<file path="config.mk">
export PLATFORM = sky130hd
export DESIGN_NAME = coeff_pack11_stream_flat
export DESIGN_NICKNAME = d
export VERILOG_FILES = /design/src/hw/rtl/cp11_pkg.sv /design/src/hw/rtl/cp11_if.sv /design/src/hw/rtl/cp11_core.sv /design/src/hw/rtl/cp11_res_buf.sv /design/src/hw/rtl/coeff_pack11_stream.sv /design/src/flat_wrapper.sv
export SDC_FILE = /design/constraint.sdc
export NUM_CORES = 1
export LEC_CHECK = 0
export ABC_AREA = 1
export BUFFER_PORTS_ARGS = -buffer_cell sky130_fd_sc_hd__clkbuf_2
export CAP_MARGIN = 20
export CORE_MARGIN = 2
export CORE_UTILIZATION = 40
export DETAILED_ROUTE_END_ITERATION = 10
export PLACE_DENSITY_LB_ADDON = 0.2
export SLEW_MARGIN = 20
export SYNTH_ARGS = -nofsm -noshare
export SYNTH_HDL_FRONTEND = slang
export SYNTH_HIERARCHICAL = 1
export SYNTH_SLANG_ARGS = --single-unit
</file>
<file path="constraint.sdc">
create_clock -name clk -period 2.7 [get_ports clk]
set_input_delay 0.135 -clock clk [delete_from_list [all_inputs] [get_ports clk]]
set_output_delay 0.135 -clock clk [all_outputs]
set_load 0.01 [all_outputs]
</file>
<file path="src/hw/rtl/cp11_pkg.sv">
// Shared constants and types for the 11-bit coefficient pack/unpack stream.
// No dependencies.
package cp11_pkg;

  localparam int COEFFS_PER_POLY = 256;
  localparam int FIELD_BITS      = 11;
  localparam int MODULUS         = 3329;

  localparam int COEFF_W    = 13;
  localparam int BYTE_W     = 8;
  localparam int BUF_W      = 18;
  localparam int CNT_W      = 5;
  localparam int ITEM_CNT_W = $clog2(COEFFS_PER_POLY);

  localparam logic [ITEM_CNT_W-1:0] ITEM_LAST = ITEM_CNT_W'(COEFFS_PER_POLY - 1);

  localparam logic MODE_PACK   = 1'b0;
  localparam logic MODE_UNPACK = 1'b1;

  typedef struct packed {
    logic [BYTE_W-1:0]     byte_out;
    logic [FIELD_BITS-1:0] coeff_out;
    logic                  last;
  } res_t;

  // load request from the datapath into the result buffer
  typedef struct packed {
    logic       fire;
    logic [1:0] num;
    res_t       r0;
    res_t       r1;
  } load_t;

endpackage

</file>
<file path="src/hw/rtl/cp11_if.sv">
// Stream interfaces (valid/ready) for input items and results.
// Depends on cp11_pkg.
interface cp11_in_if;
  import cp11_pkg::*;
  logic               valid;
  logic               ready;
  logic [COEFF_W-1:0] coeff_in;
  logic [BYTE_W-1:0]  byte_in;

  modport source (output valid, output coeff_in, output byte_in, input ready);
  modport sink   (input valid, input coeff_in, input byte_in, output ready);
endinterface

interface cp11_out_if;
  import cp11_pkg::*;
  logic                  valid;
  logic                  ready;
  logic [BYTE_W-1:0]     byte_out;
  logic [FIELD_BITS-1:0] coeff_out;
  logic                  last;

  modport source (output valid, output byte_out, output coeff_out, output last, input ready);
  modport sink   (input valid, input byte_out, input coeff_out, input last, output ready);
endinterface

</file>
<file path="src/hw/rtl/cp11_core.sv">
// Input register, bit buffer state and pack/unpack datapath.
// Depends on cp11_pkg and cp11_in_if; feeds cp11_res_buf.
module cp11_core (
  input  logic            clk,
  input  logic            rst,
  input  logic            cfg_we,
  input  logic            cfg_wdata,
  cp11_in_if.sink         item,
  input  logic            load_ok,
  output cp11_pkg::load_t load
);
  import cp11_pkg::*;

  logic                  mode;
  logic                  iv;
  logic [COEFF_W-1:0]    coeff_q;
  logic [BYTE_W-1:0]     byte_q;
  logic [BUF_W-1:0]      bbuf, bbuf_next;
  logic [CNT_W-1:0]      bcnt, bcnt_next;
  logic [ITEM_CNT_W-1:0] icnt, icnt_next;

  logic                  fire;
  logic                  final_item;
  logic [FIELD_BITS-1:0] field;
  logic [BUF_W-1:0]      merged;
  logic [CNT_W-1:0]      total;

  assign fire       = iv && load_ok;
  assign item.ready = !iv || load_ok;
  assign final_item = (icnt == ITEM_LAST);

  // negative coefficient: add q, keep 11 bits
  assign field = coeff_q[COEFF_W-1] ? FIELD_BITS'(coeff_q + COEFF_W'(MODULUS))
                                    : coeff_q[FIELD_BITS-1:0];

  always_comb begin
    load      = '0;
    bbuf_next = bbuf;
    bcnt_next = bcnt;
    icnt_next = icnt;
    if (mode == MODE_PACK) begin
      merged = bbuf | (BUF_W'(field) << bcnt);
      total  = bcnt + CNT_W'(FIELD_BITS);
      load.r0.byte_out = merged[BYTE_W-1:0];
      if (total >= CNT_W'(2 * BYTE_W)) begin
        load.num         = 2'd2;
        load.r1.byte_out = merged[2*BYTE_W-1:BYTE_W];
        load.r1.last     = final_item;
        bbuf_next        = merged >> (2 * BYTE_W);
        bcnt_next        = total - CNT_W'(2 * BYTE_W);
      end else begin
        load.num     = 2'd1;
        load.r0.last = final_item;
        bbuf_next    = merged >> BYTE_W;
        bcnt_next    = total - CNT_W'(BYTE_W);
      end
      if (final_item) begin
        bbuf_next = '0;
        bcnt_next = '0;
        icnt_next = '0;
      end else begin
        icnt_next = icnt + 1'b1;
      end
    end else begin
      merged = bbuf | (BUF_W'(byte_q) << bcnt);
      total  = bcnt + CNT_W'(BYTE_W);
      if (total >= CNT_W'(FIELD_BITS)) begin
        load.num          = 2'd1;
        load.r0.coeff_out = merged[FIELD_BITS-1:0];
        load.r0.last      = final_item;
        bbuf_next         = merged >> FIELD_BITS;
        bcnt_next         = total - CNT_W'(FIELD_BITS);
        if (final_item) begin
          bbuf_next = '0;
          bcnt_next = '0;
          icnt_next = '0;
        end else begin
          icnt_next = icnt + 1'b1;
        end
      end else begin
        bbuf_next = merged;
        bcnt_next = total;
      end
    end
    load.fire = fire;
  end

  always_ff @(posedge clk) begin
    if (item.valid && item.ready) begin
      coeff_q <= item.coeff_in;
      byte_q  <= item.byte_in;
    end
  end

  always_ff @(posedge clk) begin
    if (rst) begin
      mode <= MODE_PACK;
      iv   <= 1'b0;
      bbuf <= '0;
      bcnt <= '0;
      icnt <= '0;
    end else begin
      if (item.valid && item.ready) begin
        iv <= 1'b1;
      end else if (fire) begin
        iv <= 1'b0;
      end
      if (fire) begin
        bbuf <= bbuf_next;
        bcnt <= bcnt_next;
        icnt <= icnt_next;
      end
      // mode write restarts the stream
      if (cfg_we) begin
        mode <= cfg_wdata;
        bbuf <= '0;
        bcnt <= '0;
        icnt <= '0;
      end
    end
  end

endmodule

</file>
<file path="src/hw/rtl/cp11_res_buf.sv">
// Two-entry result buffer: holds the one or two results of an item.
// Depends on cp11_pkg and cp11_out_if; loaded by cp11_core.
module cp11_res_buf (
  input  logic            clk,
  input  logic            rst,
  input  cp11_pkg::load_t load,
  output logic            load_ok,
  cp11_out_if.source      result
);
  import cp11_pkg::*;

  res_t       r0;
  res_t       r1;
  logic [1:0] cnt;
  logic       pop;

  assign pop     = result.valid && result.ready;
  assign load_ok = (cnt == 2'd0) || ((cnt == 2'd1) && pop);

  assign result.valid     = (cnt != 2'd0);
  assign result.byte_out  = r0.byte_out;
  assign result.coeff_out = r0.coeff_out;
  assign result.last      = r0.last;

  always_ff @(posedge clk) begin
    if (load.fire) begin
      r0 <= load.r0;
      r1 <= load.r1;
    end else if (pop) begin
      r0 <= r1;
    end
  end

  always_ff @(posedge clk) begin
    if (rst) begin
      cnt <= 2'd0;
    end else if (load.fire) begin
      cnt <= load.num;
    end else if (pop) begin
      cnt <= cnt - 2'd1;
    end
  end

endmodule

</file>
<file path="src/hw/rtl/coeff_pack11_stream.sv">
// 11-bit coefficient packer/unpacker, top level.
// Path from input request to first result: input register, then result buffer.
// Throughput: 1 input request per cycle while the result port accepts; a packed coefficient
// giving two bytes holds the input back, as the result port moves one byte per cycle.
// Reset (rst, synchronous): mode = pack, bit buffer and counters cleared, buffers empty.
module coeff_pack11_stream (
  input  logic       clk,
  input  logic       rst,
  input  logic       cfg_we,
  input  logic       cfg_wdata,
  cp11_in_if.sink    item,
  cp11_out_if.source result
);
  import cp11_pkg::*;

  load_t load;
  logic  load_ok;

  cp11_core u_core (
    .clk       (clk),
    .rst       (rst),
    .cfg_we    (cfg_we),
    .cfg_wdata (cfg_wdata),
    .item      (item),
    .load_ok   (load_ok),
    .load      (load)
  );

  cp11_res_buf u_res_buf (
    .clk     (clk),
    .rst     (rst),
    .load    (load),
    .load_ok (load_ok),
    .result  (result)
  );

endmodule

</file>
<file path="src/flat_wrapper.sv">
// flat-port wrapper written by rule: the top's interface ports become plain ports
module coeff_pack11_stream_flat import cp11_pkg::*;
  (clk, rst, cfg_we, cfg_wdata, item_valid, item_coeff_in, item_byte_in, item_ready, result_valid, result_byte_out, result_coeff_out, result_last, result_ready);
  cp11_in_if item_i ();
  cp11_out_if result_i ();
  input  logic clk;
  input  logic rst;
  input  logic cfg_we;
  input  logic cfg_wdata;
  input wire logic [$bits(item_i.valid)-1:0] item_valid;
  input wire logic [$bits(item_i.coeff_in)-1:0] item_coeff_in;
  input wire logic [$bits(item_i.byte_in)-1:0] item_byte_in;
  output wire logic [$bits(item_i.ready)-1:0] item_ready;
  output wire logic [$bits(result_i.valid)-1:0] result_valid;
  output wire logic [$bits(result_i.byte_out)-1:0] result_byte_out;
  output wire logic [$bits(result_i.coeff_out)-1:0] result_coeff_out;
  output wire logic [$bits(result_i.last)-1:0] result_last;
  input wire logic [$bits(result_i.ready)-1:0] result_ready;
  assign item_i.valid = item_valid;
  assign item_i.coeff_in = item_coeff_in;
  assign item_i.byte_in = item_byte_in;
  assign item_ready = item_i.ready;
  assign result_valid = result_i.valid;
  assign result_byte_out = result_i.byte_out;
  assign result_coeff_out = result_i.coeff_out;
  assign result_last = result_i.last;
  assign result_i.ready = result_ready;
  coeff_pack11_stream u_core (.clk(clk), .rst(rst), .cfg_we(cfg_we), .cfg_wdata(cfg_wdata), .item(item_i), .result(result_i));
endmodule
</file>
# --- Word-level counts from Yosys, hierarchy flattened ---
# Index checks and enable logic that the tools add are counted.
word_totals:
  regBits: 85
  latchBits: 0
  mem_bits_rw: 0
  romBits: 0
  inputBits: 27
  output_inout_bits: 22
  elab_cells: 73
  mem_count: 0
classes:
  addsub: 8
  n_mul: 0
  div_mod_pow: 0
  magnitude_cmp: 2
  eq_ne: 3
  shift: 2
  n_mux: 28
  n_bitwise: 3
  reduce_logical: 14
op_table:
  columns: ["cell", "n"]
  rows:
  - ["18-bit 2-to-1 mux", 3]
  - ["20-bit 2-to-1 mux", 2]
  - ["18-bit OR", 2]
  - ["8-bit 2-to-1 mux", 4]
  - ["5-bit 2-to-1 mux", 5]
  - ["11-bit 2-to-1 mux", 2]
  - ["11-bit by 5-bit left shift with 18-bit output", 1]
  - ["8-bit by 5-bit left shift with 18-bit output", 1]
  - ["12-bit 2-to-1 mux", 1]
  - ["11-bit adder, second input constant", 1]
  - ["5-bit by 4-bit adder with 5-bit output, second input constant", 2]
  - ["10-bit 2-to-1 mux", 1]
  - ["5-bit by 4-bit subtractor with 5-bit output, second input constant", 2]
  - ["8-bit by 1-bit adder with 8-bit output, second input constant", 1]
  - ["8-bit equality test, second input constant", 1]
  - ["2-bit 2-to-1 mux", 4]
  - ["7-bit 2-to-1 mux", 1]
  - ["2-bit nonzero test", 3]
  - ["5-bit by 4-bit greater-or-equal comparator with 1-bit output, second input constant", 1]
  - ["5-bit greater-or-equal comparator, second input constant", 1]
  - ["1-bit 2-to-1 mux", 5]
  - ["5-bit subtractor, second input constant", 1]
  - ["1-bit logical AND", 4]
  - ["2-bit OR reduction", 2]
  - ["other kinds (8)", 9]

# --- Depth between registers and ports, before layout ---
depth:
  depth_word: 7
  depth_mapped: 17
  ltp_nobuf: 16

# --- Modules after synthesis ---
# The synthesis kept the hierarchy.
by_module_without_submodules:
  columns: ["module", "n_inst", "cells_each", "area_per_inst_um2", "seq_area_each_um2"]
  rows:
  - ["cp11_core", 1, 598, 3948.8, 1261.2]
  - ["cp11_res_buf", 1, 132, 1604.0, 1241.2]

# --- Least setup slack after synthesis ---
# No wires, ideal clock.
synth_path:
  path_type: "reg-to-reg"
  from: "reg u_core.u_res_buf.cnt[0]"
  to: "reg u_core.u_res_buf.r0 (netlist bit u_core/u_res_buf/result.byte_out[0]) (enable)"
  setup_ps: 412
  arrival_time_ps: 2020
  required_time_ps: 2288
  slack_ps: 268
  stages_incl_launch_ff: 11
  path_buffers: 2
  period_less_slack_ps: 2432
  path_cell_list: "dfxtp_1 > inv_1 > ha_1 > inv_1 > nand2_1 > nand2_1 > clkinv_1 > clkbuf_1 > buf_4 > inv_2 > nand2_1"
synth_via:
  elab_chain_len: 6
  word_cells_on_any_way: 8
  classes_between: "1 x eq/ne; 7 x reduce/logical"
synth_lines:
  columns: ["element", "line_no", "text"]
  rows:
  - ["start, declared", "cp11_res_buf.sv:14", "logic [1:0] cnt;"]
  - ["start signal, assigned", "cp11_res_buf.sv:38", "cnt <= load.num;"]
  - ["start signal, assigned", "cp11_res_buf.sv:40", "cnt <= cnt - 2'd1;"]
  - ["2-bit nonzero test", "cp11_res_buf.sv:20", "assign result.valid = (cnt != 2'd0);"]
  - ["net result_valid", "flat_wrapper.sv:14", "output wire logic [$bits(result_i.valid)-1:0] result_valid;"]
  - ["1-bit logical AND", "cp11_res_buf.sv:17", "assign pop = result.valid && result.ready;"]
  - ["1-bit logical AND", "cp11_res_buf.sv:18", "assign load_ok = (cnt == 2'd0) || ((cnt == 2'd1) && pop);"]
  - ["1-bit logical OR", "cp11_res_buf.sv:18", null]
  - ["net u_core.load_ok", "coeff_pack11_stream.sv:17", "logic load_ok;"]
  - ["1-bit logical AND", "cp11_core.sv:28", "assign fire = iv && load_ok;"]
  - ["net u_core.u_core.fire", "cp11_core.sv:22", "logic fire;"]
  - ["2-bit nonzero test (no line)", null, null]
  - ["end signal, assigned", "cp11_res_buf.sv:27", "r0 <= load.r0;"]
  - ["end signal, assigned", "cp11_res_buf.sv:30", "r0 <= r1;"]
  - ["end, declared", "cp11_res_buf.sv:12", "res_t r0;"]
# The timed path passes the listed nets, and every way through them passes these cells.
# A chain may end at the register's enable or synchronous reset.

==> results.md <==
- Status: finished, final reports clean
- Top_reg_cell synth: edfxtp_1
- IO buf count: 47
- Die Y: 122 um
- Detailed placement HPWL: 11,100 um
- Io pins: 49
- Yosys top cell by area: edfxtp_1
- Cell Rows: 43
- Worst slew margin: 0.353
- Initial DRT Pass Iterations: 5
- Crit start category: flip-flop
- Reg2Reg Setup Slack: 400 ps
- 1st-iter DRT viols: 321
- Reg2reg end: u_core/u_res_buf/result.coeff_out[1]$_DFFE_PP_
- CP required: 2930 ps
- Fin crit period: 2300 ps
- Yosys reg bits: 95
- Peak supply drop: 325 uV
- Number of synthesized flops with an enable pin: 60
- CP cell instances: buf_4 -> nor2_1 -> inv_1 -> o21ai_0 -> inv_1 -> nor2_1 -> nand2_1 -> nand2_1
- Antenna violations before repair: 0
- Area Overhead vs Synth: 16.0%
- Max clock buf depth: 2
- CTS tree: built
- Asr flop ratio synth: 0
- Die Area: 14,800 um^2
- Slowest CP cell: nor2_1
- Root Buffer: clkbuf_16
- Global-route usage over all layers: 0.208
- Class of the most critical setup path: flip-flop to flip-flop
- Starting Density: 0.405
- Min-delay src: cfg_wdata
- Buf+Inv Stages, Crit Path: 3
- Clock skew: 6.18 ps
- Worst Path Arrival: 2530 ps
- Via/cell ratio: approximately 5
- RSZ-0062 raised after global routing: false
- Design area: 6440 um^2
- Residual DRC: 0
- Core Area: 13,700 um^2
- Cells after Synth: 730
- Worst Hold Depth: 3
- Final Hold Fails: 0
- Clock Sinks: 95
- Total number of yosys warnings: 6
- Post-Layout Cell Count: just under 1,000
- Worst Hold Class: input pin to flip-flop
- Syn avg cell area: 7.61 um^2
- Synth cell types: 47
- Hold endpoint: u_core/u_core/mode$_SDFFE_PP0P_
- First-pass GRT wire length: 23,800 um
- CP Max Fanout: 15
- Via Count: 5,007
- Cell Pwr Density: 655 nW/um^2
- Placement Cell Area: 5950 um^2
- Grt ovf: 0
- DR WL/cell: around 15 um
- Cts bufs inserted: 9
- CP startpoint: u_core/u_core/bcnt[3]$_SDFFE_PP0P_
- Largest net degree at the start of global routing: between 50 and 60
- Vias in the first global route: 4,846
- Inst Count DP: 943
- Mapped cell area: 5550 um^2
- Placer congestion estimate: ~1.0
- Clk_lat worst skew: 360 ps
- Most common cell in the netlist: nand2_1
- Setup tns final: 0 ps
- DP Worst Slack: ~450 ps
- Number of nets with antenna violations after routing: 0
- Reg2reg path depth: 8
- Post-synth top area share: 0.324
- Max incr delay on CP: approximately 740 ps
- Post-Route WL: between 10,000 and 15,000 um
- Setup WS post-layout: 397 ps
- Reg2reg start: u_core/u_core/bcnt[3]$_SDFFE_PP0P_
- Worst slew pin tran: 967 ps
- Top post-synthesis cells by count: nand2_1, inv_1, nand3_1, edfxtp_1, o21ai_0
- Share of layout cells above drive strength 1: 0.130
- Final Setup Violations: 0
- Max-cap viol count: 0
- Area contributors post-synth: edfxtp_1, nand2_1, dfxtp_1, nand3_1, o21ai_0
- Peak Freq: around 0.43 GHz
- Finished Core Util: 0.470
- N_diodes: 0
- Max-slew violations: 0
- Chip Width: about 120 um
- Leak Pwr: 2.82 nW
- Resize count post-CTS: 0
- Part of the cycle the worst path needs: 0.853
- Clk slew on worst S/H paths: 70 ps
- Nets: 829
- Worst Setup End Kind: flip-flop
- Largest delay share family, worst path: simple AND/OR/NAND/NOR gates
- Fillers: 1,357
- Register area share after synthesis: 0.451
- H-tree level count: 3
==> metal layers <==
layer  part of all wire  track usage  wire (um)
met3              0.046       0.0370        668
met5                  0            0          0
met4              0.023       0.0833        343
met1               0.46        0.274       6750
met2               0.47        0.340       6900
==> worst reg2reg max path, cell delays in order (launching register included) <==
cell	delay [ps]
dfxtp_1	320
buf_4	180
nor2_1	750
inv_1	310
o21ai_0	250
inv_1	70
nor2_1	140
nand2_1	100
nand2_1	80
==> cell families after synthesis <==
logic type	Yosys count	synth area share
AOI/OAI and AO/OA	133	0.134
xor gates and xnor gates	7	0.0124
adders and majority gates	7	0.0158
buffers and inverters	123	0.100
DFF	95	0.451
other	1	0.000675
and+or+nand+nor	364	0.286
==> repair_timing <==
action | in CTS | in global routing
hold buffers | 21 | 0
setup buffers | 0 | 0
hold endpoints to repair | 22 | 0
==> cell type report <==
type / count / area (um^2) / area share
repair buffers: 87 / 601 / 0.0932
inverters: 80 / 300 / 0.0466
flip-flops and latches: 95 / 2500 / 0.388
clock inverters: 7 / 55.1 / 0.00855
well taps: 180 / 225 / 0.0350
clock buffers: 9 / 225 / 0.0350
multi-input cells: 522 / 2530 / 0.393
==> power by group <==
part,switching (mW),internal [mW],total (mW)
Clock,0.589,0.634,1.22
Sequential,0.0708,1.78,1.85
Combinational,0.772,0.374,1.15
==> flip-flops by register name, summed over array words and instances (netlist names), 5 cells and up <==
name,count
u_core/u_core/bbuf,18
u_core/u_core/bcnt,5
u_core/u_core/byte_q,8
u_core/u_core/coeff_q,12
u_core/u_core/icnt,8
u_core/u_res_buf/r1,20
u_core/u_res_buf/result.byte_out,8
u_core/u_res_buf/result.coeff_out,11
==> metrics by stage <==
stage / power (mW) / hold WS (ps)
floorplan: 2.64 / 204
global placement: 2.99 / 312
detailed placement: 3.01 / 314
CTS: 4.26 / 25.6
global route: 4.48 / 58.8
finish: 4.22 / 35.8
==> how the worst max path moves through the flow <==
stage | end | cells past startpoint
after floorplan | u_core/u_res_buf/result.byte_out[0]$_DFFE_PP_ | 10
after global placement | u_core/u_res_buf/result.coeff_out[4]$_DFFE_PP_ | 8
after detailed placement | u_core/u_core/bbuf[4]$_SDFFE_PP0P_ | 8
after CTS | u_core/u_core/bbuf[4]$_SDFFE_PP0P_ | 8
after global routing | u_core/u_core/bbuf[4]$_SDFFE_PP0P_ | 8
final | u_core/u_res_buf/result.coeff_out[1]$_DFFE_PP_ | 8
==> cell usage in the layout, fill, tap and decap left out, types with 7 or more instances in the layout <==
master	n
o21ai_0	55
dfxtp_1	35
o211ai_1	7
dlygate4sd3_1	21
inv_1	73
a21oi_1	44
clkbuf_16	9
nor2_1	46
buf_4	18
nor3_1	12
conb_1	11
nand2_1	205
o21ai_1	7
inv_2	7
nand3_1	73
edfxtp_1	60
clkbuf_2	47
ha_1	7
(Power assumes the default switching activity.)
